### config.mk
export PLATFORM = sky130hd
export DESIGN_NAME = skvt_ctrl
export DESIGN_NICKNAME = d
export VERILOG_FILES = /design/src/hw/rtl/skvt_pkg.sv /design/src/hw/rtl/skvt_ctrl.sv
export SDC_FILE = /design/constraint.sdc
export NUM_CORES = 1
export LEC_CHECK = 0
export ABC_AREA = 1
export BUFFER_PORTS_ARGS = -buffer_cell sky130_fd_sc_hd__buf_4
export CAP_MARGIN = 20
export CORE_MARGIN = 2
export CORE_UTILIZATION = 30
export DETAILED_ROUTE_END_ITERATION = 7
export HOLD_SLACK_MARGIN = 0.02
export SLEW_MARGIN = 25
export SYNTH_ARGS = -nofsm -noshare
export SYNTH_HDL_FRONTEND = slang
export SYNTH_SLANG_ARGS = --single-unit
### constraint.sdc
create_clock -name clk -period 3.61 [get_ports clk]
set_input_delay 0.361 -clock clk [delete_from_list [all_inputs] [get_ports clk]]
set_output_delay 0.361 -clock clk [all_outputs]
set_load 0.01 [all_outputs]
### src/hw/rtl/skvt_pkg.sv
// Package: shared constants, types and codes of the sorted key/value table.
package skvt_pkg;

  localparam int TABLE_ENTRIES = 32;
  localparam int KEY_BYTES     = 16;
  localparam int VALUE_BYTES   = 16;
  localparam int IDX_W         = $clog2(TABLE_ENTRIES);
  localparam int CNT_W         = $clog2(TABLE_ENTRIES + 1);
  localparam int ROW_W         = 256;

  localparam logic [1:0] OP_ADD  = 2'd0;
  localparam logic [1:0] OP_FIND = 2'd1;
  localparam logic [1:0] OP_DEL  = 2'd2;
  localparam logic [1:0] OP_LIST = 2'd3;

  localparam logic [1:0] RC_OK       = 2'd0;
  localparam logic [1:0] RC_NOTFOUND = 2'd1;
  localparam logic [1:0] RC_FULL     = 2'd2;

  typedef struct packed {
    logic [1:0]  result_code;
    logic [63:0] out_key_high;
    logic [63:0] out_key_low;
    logic [63:0] out_value_high;
    logic [63:0] out_value_low;
    logic [5:0]  entry_total;
    logic        last_item;
  } out_item_t;

  // Controller commands to the datapath.
  typedef struct packed {
    logic             load;      // capture the input item
    logic             clr_ptr;   // pointer to zero
    logic             ptr_cnt;   // pointer to count
    logic             ptr_inc;
    logic             ptr_dec;
    logic             rd;        // issue a read at the pointer
    logic             rd_next;   // read at pointer + 1
    logic             rd_prev;   // read at pointer - 1
    logic             wr_new;    // write captured item at pointer
    logic             wr_data;   // write last read row at pointer
    logic             cnt_inc;
    logic             cnt_dec;
    logic             emit;      // present result
    logic [1:0]       code;
    logic             emit_key;
    logic             emit_val;
    logic             emit_last;
  } cmd_t;

  // Datapath status to the controller.
  typedef struct packed {
    logic [1:0] op;
    logic       full;
    logic       empty;
    logic       ptr_zero;
    logic       ptr_at_end;   // pointer + 1 == count
    logic       ptr_ge_cnt;
    logic       rd_greater;   // read key > captured key
    logic       rd_equal;
    logic       out_busy;
  } sts_t;

  // Keep the top n bytes of a 128-bit word.
  function automatic logic [127:0] mask_top(input logic [127:0] w, input int n);
    logic [127:0] m;
    m = '0;
    for (int b = 0; b < 16; b++) begin
      if (b < n) m[127 - 8*b -: 8] = 8'hff;
    end
    return w & m;
  endfunction

endpackage

### src/hw/rtl/skvt_ctrl.sv
// Controller: state machine that sequences add, find, delete and list.
module skvt_ctrl (
  input  logic            clk,
  input  logic            rst_n,
  input  logic            in_valid,
  output logic            in_ready,
  input  skvt_pkg::sts_t  sts,
  output skvt_pkg::cmd_t  cmd
);
  import skvt_pkg::*;

  typedef enum logic [9:0] {
    S_IDLE  = 10'b0000000001,
    S_DISP  = 10'b0000000010,
    S_ARD   = 10'b0000000100,  // read row below insertion point
    S_ACHK  = 10'b0000001000,
    S_SRD   = 10'b0000010000,  // search: read at pointer
    S_SCHK  = 10'b0000100000,
    S_DRD   = 10'b0001000000,  // delete: read row above
    S_DWR   = 10'b0010000000,
    S_LCHK  = 10'b0100000000,
    S_WAIT  = 10'b1000000000
  } state_t;

  state_t state_r, state_nxt;

  assign in_ready = (state_r == S_IDLE);

  always_comb begin
    state_nxt = state_r;
    cmd = '0;
    case (state_r)
      S_IDLE: begin
        if (in_valid) begin
          cmd.load = 1'b1;
          state_nxt = S_DISP;
        end
      end
      // Choose the sequence for the captured operation.
      S_DISP: begin
        if (sts.out_busy) begin
          state_nxt = S_DISP;
        end else begin
          case (sts.op)
            OP_ADD: begin
              if (sts.full) begin
                cmd.emit = 1'b1; cmd.code = RC_FULL; cmd.emit_last = 1'b1;
                state_nxt = S_WAIT;
              end else begin
                cmd.ptr_cnt = 1'b1;
                state_nxt = S_ARD;
              end
            end
            OP_LIST: begin
              if (sts.empty) begin
                cmd.emit = 1'b1; cmd.code = RC_NOTFOUND; cmd.emit_last = 1'b1;
                state_nxt = S_WAIT;
              end else begin
                cmd.clr_ptr = 1'b1;
                state_nxt = S_SRD;
              end
            end
            default: begin
              cmd.clr_ptr = 1'b1;
              state_nxt = S_SRD;
            end
          endcase
        end
      end
      // Add: if the row below is larger, copy it up one slot.
      S_ARD: begin
        if (sts.ptr_zero) begin
          cmd.wr_new = 1'b1; cmd.cnt_inc = 1'b1;
          cmd.emit = 1'b1; cmd.code = RC_OK; cmd.emit_last = 1'b1;
          state_nxt = S_WAIT;
        end else begin
          cmd.rd = 1'b1; cmd.rd_prev = 1'b1;
          state_nxt = S_ACHK;
        end
      end
      S_ACHK: begin
        if (sts.rd_greater) begin
          cmd.wr_data = 1'b1; cmd.ptr_dec = 1'b1;
          state_nxt = S_ARD;
        end else begin
          cmd.wr_new = 1'b1; cmd.cnt_inc = 1'b1;
          cmd.emit = 1'b1; cmd.code = RC_OK; cmd.emit_last = 1'b1;
          state_nxt = S_WAIT;
        end
      end
      // Find, delete and list walk the rows from the bottom.
      S_SRD: begin
        if (sts.ptr_ge_cnt) begin
          cmd.emit = 1'b1; cmd.code = RC_NOTFOUND; cmd.emit_last = 1'b1;
          state_nxt = S_WAIT;
        end else begin
          cmd.rd = 1'b1;
          state_nxt = (sts.op == OP_LIST) ? S_LCHK : S_SCHK;
        end
      end
      S_SCHK: begin
        if (!sts.rd_equal) begin
          cmd.ptr_inc = 1'b1;
          state_nxt = S_SRD;
        end else if (sts.op == OP_FIND) begin
          cmd.emit = 1'b1; cmd.code = RC_OK; cmd.emit_val = 1'b1; cmd.emit_last = 1'b1;
          state_nxt = S_WAIT;
        end else begin
          state_nxt = S_DRD;
        end
      end
      // Delete: pull each upper row down one slot.
      S_DRD: begin
        if (sts.ptr_at_end) begin
          cmd.cnt_dec = 1'b1;
          cmd.emit = 1'b1; cmd.code = RC_OK; cmd.emit_last = 1'b1;
          state_nxt = S_WAIT;
        end else begin
          cmd.rd = 1'b1; cmd.rd_next = 1'b1;
          state_nxt = S_DWR;
        end
      end
      S_DWR: begin
        cmd.wr_data = 1'b1; cmd.ptr_inc = 1'b1;
        state_nxt = S_DRD;
      end
      // List: one transfer per row, stalled by the result side.
      S_LCHK: begin
        if (!sts.out_busy) begin
          cmd.emit = 1'b1; cmd.code = RC_OK; cmd.emit_key = 1'b1; cmd.emit_val = 1'b1;
          cmd.emit_last = sts.ptr_at_end;
          cmd.ptr_inc = 1'b1;
          state_nxt = sts.ptr_at_end ? S_WAIT : S_SRD;
        end
      end
      S_WAIT: begin
        if (!sts.out_busy) state_nxt = S_IDLE;
      end
      default: state_nxt = S_IDLE;
    endcase
  end

  always_ff @(posedge clk) begin
    if (!rst_n) state_r <= S_IDLE;
    else state_r <= state_nxt;
  end
endmodule

# Yosys cells after proc, flatten, opt, wreduce, memory -nomap -nowiden
# Cells that the tools add are included.
[totals]
n_memories = 0
latch_bits = 0
output_inout_bits = 19
regBits = 10
mem_bits_rw = 0
romBits = 0
in_bits = 13
[classes]
n_mux = 63
n_bitwise = 0
mul = 0
n_shift = 0
n_eq_ne = 15
n_reduce_logical = 2
n_lt_le_gt_ge = 0
add_sub_neg = 0
div_mod_pow = 0
[op_table]
columns = ["cell", "count"]
rows = [
  ["$mux 10", 13],
  ["$pmux 10 s10", 1],
  ["$mux 3", 8],
  ["$mux 1", 22],
  ["$pmux 3 s7", 1],
  ["$pmux 10 s2", 1],
  ["$eq 10x1->1 const B", 1],
  ["$eq 10x10->1 const B", 1],
  ["$eq 10x2->1 const B", 1],
  ["$eq 10x3->1 const B", 1],
  ["$eq 10x4->1 const B", 1],
  ["$eq 10x5->1 const B", 1],
  ["$eq 10x6->1 const B", 1],
  ["$eq 10x7->1 const B", 1],
  ["$eq 10x8->1 const B", 1],
  ["$eq 10x9->1 const B", 1],
  ["$mux 2", 5],
  ["$pmux 1 s2", 5],
  ["$mux 9", 1],
  ["$pmux 1 s7", 1],
  ["$mux 6", 1],
  ["$ne 2x2->1 const B", 3],
  ["$pmux 1 s3", 2],
  ["$pmux 3 s2", 1],
  ["other kinds (5)", 5],
]

# Depth between registers and ports, before layout
[depth]
ltp_word = 4
ltp_mapped = 11
depth_no_buf = 11

# Worst setup path after synthesis
# OpenSTA, ideal clock, no wires.
[synth_timing]
kind = "register to output"
from = "reg state_r[4]"
to = "out cmd[12] in the netlist's numbering"
required_ns = 3.249
setup_slack_ns = 2.001
n_path_buf = 0
t_arrival_ns = 1.248
path_stages_with_launch = 10
path_cell_list = "dfxtp_1 -> nor2_4 -> nand2_4 -> inv_2 -> nand2_1 -> nor2_1 -> inv_1 -> nor2_1 -> inv_1 -> nand3_1"
[synth_lines]
columns = ["element", "line", "text"]
rows = [
  ["start, declared", "skvt_ctrl.sv:25", "state_t state_r, state_nxt;"],
  ["start signal, assigned", "skvt_ctrl.sv:145", "else state_r <= state_nxt;"],
  ["end, declared", "skvt_ctrl.sv:8", "output skvt_pkg::cmd_t cmd"],
]

==> run_results.csv <==
group,metric,value,unit
status,status,"completed",
global_route,grt_pass1_wl,4.11,mm
critical_path,end_kind,"primary output",
critical_path,startpoint,"state_r[4]",
yosys,yosys.area_share.simple,0.571,
drt,antenna_left,0,
drt,wl_per_cell,10.3,microns
clock_tree,ctsResizeCount,0,
pwr,switching_power,0.138,mW
critical_path,crit_type,"reg -> out",
clock_tree,cts_hold_buffers,0,
yosys,yosysUniqueCellTypes,24,
global_route,antenna_found_initial,0,
final_layout,largest_registers,"state_r: 10 flops",
sta,max_freq,501,MHz
drt,routed_wl,2.45,mm
sta,finalClockSkew,0.00206,ns
placement,postPlaceCellArea,1220,sq um
yosys,synth_most_common_cell,"nand2_1",
global_route,grt_max_degree,10,
critical_path,crit_path_frequent_cell,"nor2_4",
sta,rsz0062_at_grt,"false",
hold_path,hp-start,"rst_n",
flow_run,maxCapViolCount,0,
clock_tree,post_cts.repair.setup_buffers,0,
final_layout,largest-register,"state_r",
drt,dr.pass1.iters,4,
global_route,gr-total-overflow,0,
yosys,synth_edf_count,0,
sta,max-slew-margin-rel,0.789,
yosys,yosys_warnings,0,
yosys,synth_seq_cells,10,
clock_tree,cts-root-buf,"clkbuf_4",
final_layout,finish.utilization,0.417,
yosys,synth_compound_area_frac,0.0305,
clock_tree,clk_pin_slew,0.07,ns
sta,setup_violations,0,
yosys,synth.avg_cell_area,5.90,sq um
yosys,synthArstFlopShare,0,
clock_tree,worstSkewPairLatency,0.28,ns
final_layout,diodes,0,
yosys,synth-adder-area-share,0.0397,
floorplan,ioPinCount,32,
final_layout,drive_gt1_frac,0.289,
yosys,synth_top_cell_area_share,0.212,
yosys,synthTopCellsByCount,"nand2_1, inv_1, nor2_1",
critical_path,path_max_fanout,4,
floorplan,die_w,60.1,microns
drt,drc_errors,0,
yosys,synth_top_family_by_area,"simple AND/OR/NAND/NOR gates",
global_route,grt_pass1_vias,898,
pwr,clock_power_share,0.283,
final_layout,fillers,315,
clock_tree,cts_tree,"yes",
drt,drt-initial-drc-count,26,
global_route,grt_util_all_layers,0.155,
pwr,peakVddDrop,0.155,mV
pwr,p_per_area,296,nW/um^2
yosys,ys_seq_area_frac,0.212,
critical_path,slowest_delay,0.35,ns
pwr,power,0.374,mW
sta,hold-worst-slack,0.252,ns
critical_path,required,3.25,ns
yosys,synth_area,945,sq um
critical_path,r2r_start,"state_r[2]",
sta,hold_viol_final,0,
yosys,synth_area_leaders,"dfxtp_1, nand2_1, inv_1, nor2_1, nand3_1",
clock_tree,htreeDepth,1,
yosys,synthCells,160,
pwr,internal_power,0.235,mW
clock_tree,clkSinkCount,10,
sta,tightest_slew,0.314,ns
critical_path,cp_cell_sequence,"nor2_4, nand2_4, nor2_4, nand2_1, nor2_1, inv_1, nand3_1, buf_4",
floorplan,start_util,0.312,
floorplan,die_area,3610,sq um
final_layout,largest_reg_flops,10,
pwr,seqPwrFrac,0.327,
yosys,ys.flop_type,"dfxtp_1",
yosys,synth_xor_area_frac,0,
yosys,synth.net_count,176,
critical_path,startpoint_type,"flop",
floorplan,core,3030,sq um
final_layout,fin_nets,211,
yosys,synth.area.mux_share,0,
yosys,yosys.area.top_type,"dfxtp_1",
hold_path,min_path_type,"in -> reg",
critical_path,crit_arrival,1.63,ns
sta,slew_violations,0,
clock_tree,clockBufferDepth,2,
pwr,total_leakage_power,0.709,nW
floorplan,rows,20,
placement,numPortBuffers,31,
clock_tree,cts_buffers,3,
sta,fin_crit_sh,0.553,
pwr,pwr-share-comb,0.390,
sta,period_minus_slack,1.99,ns
final_layout,syn_to_final_growth,33.5,%
placement,gp_congestion,0.804,
final_layout,final_area,1260,sq um
critical_path,slowest_stage,"dfxtp_1",
sta,finalSetupTns,0,ns
pwr,switching_share,0.370,
placement,place_hpwl,2.09,mm
floorplan,dieHeight,60.1,microns
drt,vias,1010,
drt,viasPerCell,4.24,
cells in the final DEF, fill, tap and decap left out, drive strengths merged, types with 2 or more instances in the layout:
master  count
a21oi       3
buf        31
clkbuf      4
dfxtp      10
ha          3
inv        34
nand2      42
nand3      16
nand4       4
nor2       38
nor3        2
o21ai       2
area by class of cell:
type,instances,area (sq um),area share
inverters,35,131,0.104
clock buffers,4,36.3,0.0288
well taps,44,55.1,0.0437
multi-input cells,114,606,0.480
repair buffers,31,233,0.185
flip-flops and latches,10,200,0.159
metal layers:
layer  track usage  wire [microns]  vias to the layer above  part of all wire
met1         0.231            1280                      421              0.52
met4        0.0667              40                        0             0.016
met3        0.0108             117                        4             0.048
met5             0               0                        -                 0
li1              -               -                      551                 -
met2         0.225            1010                       34              0.41
per-stage QoR:
step,worst slack [ns],std cells
after floorplan,2.00,160
after global placement,1.81,234
after detailed placement,1.78,234
after CTS,1.60,238
after global routing,1.41,238
final,1.62,238
power groups by stage:
stage	combinational, mW	sequential (mW)	clock, mW
floorplan	0.101	0.124	0
global placement	0.147	0.125	0
detailed placement	0.148	0.125	0
CTS	0.148	0.123	0.106
global route	0.169	0.123	0.115
finish	0.146	0.122	0.106
worst max-delay path: cells and delay by family, from the launching register on:
| family | cells | cell delay [ns] |
|---|---|---|
| buffers and inverters | 2 | 0.23 |
| DFF | 1 | 0.35 |
| and+or+nand+nor | 6 | 0.77 |
cell families after synthesis:
logic type	Yosys count
simple gates	106
buf+inv	36
flops	10
compound gates	5
fa+ha+maj	3
final timing paths:
check | endpoint | slack [ns] | cells after the start
setup / recovery | cmd[14] | 1.62 | 8
hold / removal | state_r[0] | 0.25 | 2
setup reg to reg | state_r[4] | 2.09 | 9
hold reg to reg | state_r[8] | 0.50 | 2
Power figures use the tool's default switching activity.
